<file path="src/sv/mhpq_pkg.sv">
// Package for the max-heap priority queue: sizes, operation and status codes.
// No dependencies.
package mhpq_pkg;
    localparam int CAPACITY = 128;
    localparam int ADDR_W   = $clog2(CAPACITY);
    localparam int POS_W    = $clog2(CAPACITY + 1);
    localparam int KEY_W    = 32;
    localparam int COUNT_W  = 8;
    localparam int STATUS_W = 2;

    localparam logic OP_INSERT = 1'b0;
    localparam logic OP_REMOVE = 1'b1;

    localparam logic [STATUS_W-1:0] ST_OK    = 2'd0;
    localparam logic [STATUS_W-1:0] ST_EMPTY = 2'd1;
    localparam logic [STATUS_W-1:0] ST_FULL  = 2'd2;
endpackage

</file>
<file path="src/sv/mhpq_cmp.sv">
// Shared signed key comparator used by sift up and sift down.
// Depends on mhpq_pkg.
module mhpq_cmp
    import mhpq_pkg::*;
(
    input  logic signed [KEY_W-1:0] a,
    input  logic signed [KEY_W-1:0] b,
    output logic                    lt
);
    assign lt = (a < b);
endmodule

</file>
<file path="config.mk">
export PLATFORM = sky130hd
export DESIGN_NAME = mhpq_cmp
export DESIGN_NICKNAME = d
export VERILOG_FILES = /design/src/sv/mhpq_pkg.sv /design/src/sv/mhpq_cmp.sv
export SDC_FILE = /design/constraint.sdc
export NUM_CORES = 1
export LEC_CHECK = 0
export BUFFER_PORTS_ARGS = -buffer_cell sky130_fd_sc_hd__buf_2
export CAP_MARGIN = 5
export CORE_ASPECT_RATIO = 1.5
export CORE_MARGIN = 5
export CORE_UTILIZATION = 37
export DETAILED_ROUTE_END_ITERATION = 6
export PLACE_DENSITY = 0.8
export SYNTH_ARGS = -nofsm -noshare
export SYNTH_HDL_FRONTEND = slang
export SYNTH_SLANG_ARGS = --single-unit
</file>
<file path="constraint.sdc">
create_clock -name vclk -period 1.9
set_clock_uncertainty 0.05 [all_clocks]
set_input_delay 0.285 -clock vclk [all_inputs]
set_output_delay 0.285 -clock vclk [all_outputs]
set_load 0.01 [all_outputs]
</file>
==> metrics.txt <==
Final Hold Vio Count=0; WL per Instance=11.7 um; Seq Cell Count=0; First-pass DRT Iterations=4; GRT overflow=0; Max FO, Critical Path=2; status=finished, violations left; fin cells=199; Synth-to-Final Area Change=70.0%; Hold Path Origin=a[30]; post-DP HPWL=2.11 mm; Post-CTS Setup Bufs=0; routability cong.=0.746; Fmax=464 MHz; element type at the critical path start=primary input; Antenna Cells=0; Slew @ Worst Pin=236 ps; Die Y=66.6 um; part of the Yosys area used for sequential elements=0%; vias in the first global route=991; Final period util=113%; final instance area=1340 um2; post-synth top area cell=ha_1; Seq. cell area=0 um2; failing checks=negative setup slack; placed inst area=1260 um2; clock buffers=0; Post-DRT Antenna Nets=0; Hold Path Sink=lt; Starting Density=39.0%; die area=3180 um2; ratio of cells with drive above 1 in the final layout=50.8%; hold path depth=5; initial DRC count=17; crit path kind=in -> out; Total GRT Usage=14.1%; commonest cells in the netlist=ha_1 (31), inv_1 (31), a21oi_1 (8); Vias=981; Arr. time, crit path=1820 ps; met2 GRT Util=31.3%; initial antenna violation count=0; Placed Cells=199; PortBufs=65; WL final=2.33 mm; fin crit period=2160 ps; Peak VDD IR=0.000104 V; DRC Markers=0; routing usage on met1=13.0%; Worst Hold Class=in -> out; Synth area leaders=ha_1 (49%), inv_1 (15%), a21oi_1 (5.1%), nand4_1 (4.0%), nand3_1 (3.8%); global route hottest layer=met2; Synth top area share=49.1%; syn_area_per_cell=7.31 um2; Syn Inst Count=108; Via density=4.93; boundary pin count=65; Core ar.=2030 um2; final setup vio count=1; hold bufs inserted after CTS=0; WP data required=1560 ps; final setup margin=-256 ps; unrepaired setup endpoints after global routing=true; Die Wd=47.7 um; Slew Limit Headroom=84.2%; Synth Net Count=203; CP endpoint kind=primary output; largest net degree at the start of global routing=5; Netlist cell types=23; Final Slew Violations=0; Max Cap Viol=0; LEAKAGE=0.791 nW; final net count=274; power per cell area=203 nW/um2; yosys synthesis warning count=0; Mapped Area=790 um2; # rows=20; met3 GRT Util=1.08%; first-pass GRT wire length=3.48 mm
==> power breakdown <==
part           leakage (nW)  internal (mW)  switching (mW)  total, mW
registers                 0              0               0          0
logic                 0.791          0.154           0.118      0.273
clock network             0              0               0          0
==> through the flow <==
stage | power (mW) | setup TNS [ps] | hold WS [ps] | worst slack, ps | util [%]
after floorplan | 0.138 | -19.5 | 752 | -19.5 | -
after global placement | 0.240 | -306 | 1030 | -306 | 62.4
after detailed placement | 0.254 | -318 | 1040 | -318 | 62.4
after CTS | 0.266 | -258 | 1050 | -258 | 64.9
after global routing | 0.311 | -383 | 1070 | -383 | 66.2
final | 0.273 | -256 | 1040 | -256 | 66.2
==> metal layers <==
metal,vias to the layer above,wire length [um]
met5,-,0
met4,0,17
met3,2,280
met2,49,1280
met1,412,751
li1,518,-
==> worst max-delay path, stage by stage <==
cell and delay (ps):
buf_2 70, inv_1 30, ha_1 280, nand4_1 160, buf_4 170, a21oi_1 200, a311oi_2 80, o21ai_1 180
mux2i_2 210, buf_2 150
==> cell usage in the layout, fill, tap and decap left out, drive strengths merged, types with 2 or more instances in the layout <==
cell,netlist,routed
buf,0,69
nand4,5,5
nand3,6,6
nor2,3,3
inv,31,31
nand2,3,3
and3,2,2
a31oi,2,2
ha,31,31
a21o,3,3
a21oi,8,8
o21ai,4,4
==> layout make-up <==
class | count | area [um2]
Timing Repair Buffer | 69 | 377
Tap cell | 22 | 27.5
Fill cell | 157 | 684
Multi-Input combinational cell | 77 | 802
Inverter | 31 | 136
==> how the worst max path moves through the flow <==
stage	start	to	cells past startpoint
detailed placement	b[28]	lt	8
floorplan	b[28]	lt	6
global route	b[15]	lt	10
finish	b[15]	lt	10
CTS	b[22]	lt	10
global placement	b[28]	lt	8
==> repair_timing <==
item / CTS / global route
endpoints found under the setup margin: 1 / 1
gates resized for setup: 9 / 4
pin swaps: 3 / 0
==> kinds of logic after synthesis <==
family / Yosys count / share of synthesized area [%]
mux: 1 / 1.27
compound gates: 23 / 19.7
fa+ha+maj: 31 / 49.1
simple gates: 22 / 15.2
buf+inv: 31 / 14.7
No activity file was read; power rests on OpenSTA's default activity.
