===== config.mk =====
export PLATFORM = sky130hd
export DESIGN_NAME = mhpq_ram
export DESIGN_NICKNAME = d
export VERILOG_FILES = /design/src/sv/mhpq_ram.sv
export SDC_FILE = /design/constraint.sdc
export NUM_CORES = 2
export LEC_CHECK = 0
export BUFFER_PORTS_ARGS = -buffer_cell sky130_fd_sc_hd__clkbuf_2
export CAP_MARGIN = 20
export CORE_MARGIN = 2
export CORE_UTILIZATION = 55
export DETAILED_ROUTE_END_ITERATION = 12
export PLACE_DENSITY = 0.73
export SETUP_SLACK_MARGIN = 0.5
export SLEW_MARGIN = 15
export SYNTH_ARGS = -nofsm -noshare
export SYNTH_HDL_FRONTEND = slang
export SYNTH_SLANG_ARGS = --single-unit

===== constraint.sdc =====
create_clock -name clk -period 3.1 [get_ports clk]
set_clock_uncertainty 0.05 [all_clocks]
set_input_delay 0.155 -clock clk [delete_from_list [all_inputs] [get_ports clk]]
set_output_delay 0.155 -clock clk [all_outputs]
set_load 0.02 [all_outputs]

===== src/sv/mhpq_ram.sv =====
// Generic single-write, single-read RAM with registered read data.
// No dependencies.
module mhpq_ram #(
    parameter int WIDTH = 32,
    parameter int DEPTH = 128
) (
    input  logic                     clk,
    input  logic                     we,
    input  logic [$clog2(DEPTH)-1:0] waddr,
    input  logic [WIDTH-1:0]         wdata,
    input  logic [$clog2(DEPTH)-1:0] raddr,
    output logic [WIDTH-1:0]         rdata
);
    logic [WIDTH-1:0] mem [DEPTH];

    always_ff @(posedge clk)
    begin
        if (we)
        begin
            mem[waddr] <= wdata;
        end
        rdata <= mem[raddr];
    end
endmodule


==> results_dict.tcl <==
set metrics [dict create \
    outcome "finished, violations left" \
    failed_checks "antenna rules" \
    drtAntennaViolNets 1 \
    cp_max_fo 2 \
    start_util 0.553 \
    seq_area_frac_synth 0.791 \
    path_clk_slew_ns 0.06 \
    finalHoldViolations 0 \
    power_density_mw_per_mm2 642 \
    grt_start_max_net_pins 129 \
    r2r-start "mem[80][1]" \
    routed_wl_um 415000 \
    yosysWarnings 0 \
    maxSlewViolCount 0 \
    synthTopCellsByArea "edfxtp_1 79%, mux4_2 19%, clkbuf_1 0.44%, dfxtp_1 0.41%, nor2_1 0.29%" \
    drive_above_1_share 0.379 \
    worst_path_most_repeated_cell "mux4_2" \
    maxCapViolCount 0 \
    ios 80 \
    vdd.ir_drop.worst_mv 0.487 \
    worstSetupEndpointType "flip-flop" \
    power.total_mw 116 \
    cp_slowest_cell "mux4_2" \
    worstHoldStart "waddr[4]" \
    h-tree-depth 5 \
    drt_iter0_markers 11800 \
    pre_cts_ws_ns -0.352 \
    post_cts_buffers 0 \
    tns_ns 0 \
    cp.required_ns 3.83 \
    cts_inserted_buffers 391 \
    startpoint_type "flip-flop" \
    post-route-period-util 0.884 \
    clockRootBuffer "clkbuf_16" \
    cts_tree "built" \
    place_congestion 0.830 \
    synth-seq-cells 4128 \
    crit_path_max_incr_delay_ns 0.67 \
    area.growth.synth_to_final_pct 16.0 \
    crit_type "flip-flop to flip-flop" \
    arrival_ns 3.47 \
    cts.sinks 4128 \
    rsz0062_at_grt "yes" \
    hold_class "primary input to flip-flop" \
    die_area_mm2 0.288 \
    io_buffers 79 \
    netlist.top_cell.by_area "edfxtp_1" \
    coreArea_mm2 0.283 \
    synth_area_mm2 0.156 \
    die_x_um 537 \
    clock_latency_ns 0.92 \
    grt_pass1_wl_um 579000 \
    wl_per_cell_um 38.6 \
    layout_min_cycle_time_ns 2.74 \
    dp_hpwl_um 224000 \
    syn_avg_cell_area_um2 26.1 \
    post_drt_via_cell_ratio 6.83 \
    synthCells 5990 \
    fp-row-count 195 \
    worstMarginPinSlew_ns 1.16 \
    leakage_nw 56.2 \
    grt_pass1_vias 74400 \
    relSlewSlack 0.224 \
    worstPathCellList "mux4_2 > mux4_2 > mux4_2 > mux2_4" \
    grt-ovfl-total 0 \
    antenna_found_initial 52 \
    finalSetupViolCount 0 \
    firstDrtPassIters 5 \
    fmax_ghz 0.365 \
    synth_top_area_share 0.787 \
    vias 73500 \
    route.detailed.drc 0 \
    synth_nets 6038 \
    setup_slack_ns 0.359 \
    fin_nets 6722 \
    synth_cell_type_count 17 \
    worstSetupStartpoint "mem[80][1]" \
    grtUsageTotal 0.291 \
    clockBufferDepth 4 \
    die_h_um 537 \
]
worst paths after layout:
check | slack (ns) | cells past startpoint | to
setup / recovery | 0.36 | 4 | rdata[1]
hold / removal | 0.02 | 5 | mem[8][23]
setup reg to reg | 0.36 | 4 | rdata[1]
hold reg to reg | 1.07 | 4 | rdata[27]
final cells by class:
type	count	area, µm²
flip-flops and latches	4128	124000
multi-input cells	1546	32400
clock inverters	228	2400
clock buffers	487	10400
fillers	17200	101000
repair buffers	607	7750
diodes	18	45.0
well taps	3743	4680
registers in the layout, indices dropped and copies added (netlist names):
signal,flops
rdata,32
mem,4096
per-layer routing:
metal / track usage / up-vias / wire, µm / share of wire
met4: 0.0990 / 12 / 15700 / 0.038
met3: 0.0780 / 764 / 54600 / 0.13
met1: 0.399 / 39400 / 145000 / 0.35
met2: 0.459 / 5492 / 200000 / 0.48
met5: 0 / - / 81 / 0.00020
li1: - / 27800 / - / -
repair_timing:
| item | CTS | global route |
|---|---|---|
| hold buffers | 44 | 0 |
| endpoints found under the hold margin | 2327 | 0 |
| gates resized for setup | 16 | 4 |
| pin swaps | 0 | 0 |
| setup endpoints to repair | 24 | 277 |
worst max-delay path: cells and delay by family (launching register included):
| family | cells | cell delay (ns) |
|---|---|---|
| flip-flops | 1 | 0.42 |
| multiplexers | 4 | 2.14 |
through the flow:
step | util | hold WS, ns | instance area [µm²] | instances
3_5_place_dp | 0.594 | 0.542 | 168000 | 9980
6_report | 0.642 | 0.0215 | 181000 | 10800
3_3_place_gp | 0.594 | 0.539 | 168000 | 9980
5_1_grt | 0.642 | 0.0433 | 181000 | 10700
2_1_floorplan | - | 0.204 | 157000 | 5990
4_1_cts | 0.641 | 0.00996 | 181000 | 10700
Yosys cell counts:
master	n
buf_6	2
nor2_1	122
nand2b_1	2
dfxtp_1	32
buf_1	50
nand3_1	12
clkbuf_1	182
nor2b_1	7
buf_4	3
nand4_1	3
nand2_1	14
mux2_2	32
mux4_2	1344
or3_1	1
nor3_1	9
edfxtp_1	4096
buf_2	79
layout by cell type (no fill, tap or decap), types with 4 or more instances in the layout:
master	n
edfxtp_1	4096
mux4_2	1344
clkbuf_16	397
buf_4	265
buf_12	252
nor2_4	119
clkinv_2	84
clkbuf_1	80
clkinv_1	58
bufinv_16	45
dlygate4sd3_1	44
clkbuf_2	40
dfxtp_1	32
diode_2	18
mux2_4	18
clkinvlp_4	16
mux2_2	14
nand2_1	14
clkbuf_8	10
clkinv_4	9
nand3_1	8
inv_6	7
nor2b_1	6
nor3_4	6
nand3_2	4
clkinv_8	4
power breakdown:
group	internal [mW]	switching, mW	leakage [nW]
Combinational	2.67	3.83	12.8
Sequential	61.6	0.184	37.1
Clock	27.5	20.6	6.25
cell families (layout without fill, tap and decap cells):
family                 after synthesis  after routing  synth area share
and+or+nand+nor                    170            170           0.00446
other                                0             18                 0
buffers and inverters              316           1322           0.00839
DFF                               4128           4128             0.791
muxes                             1376           1376             0.196
No activity file was read; power rests on OpenSTA's default activity.
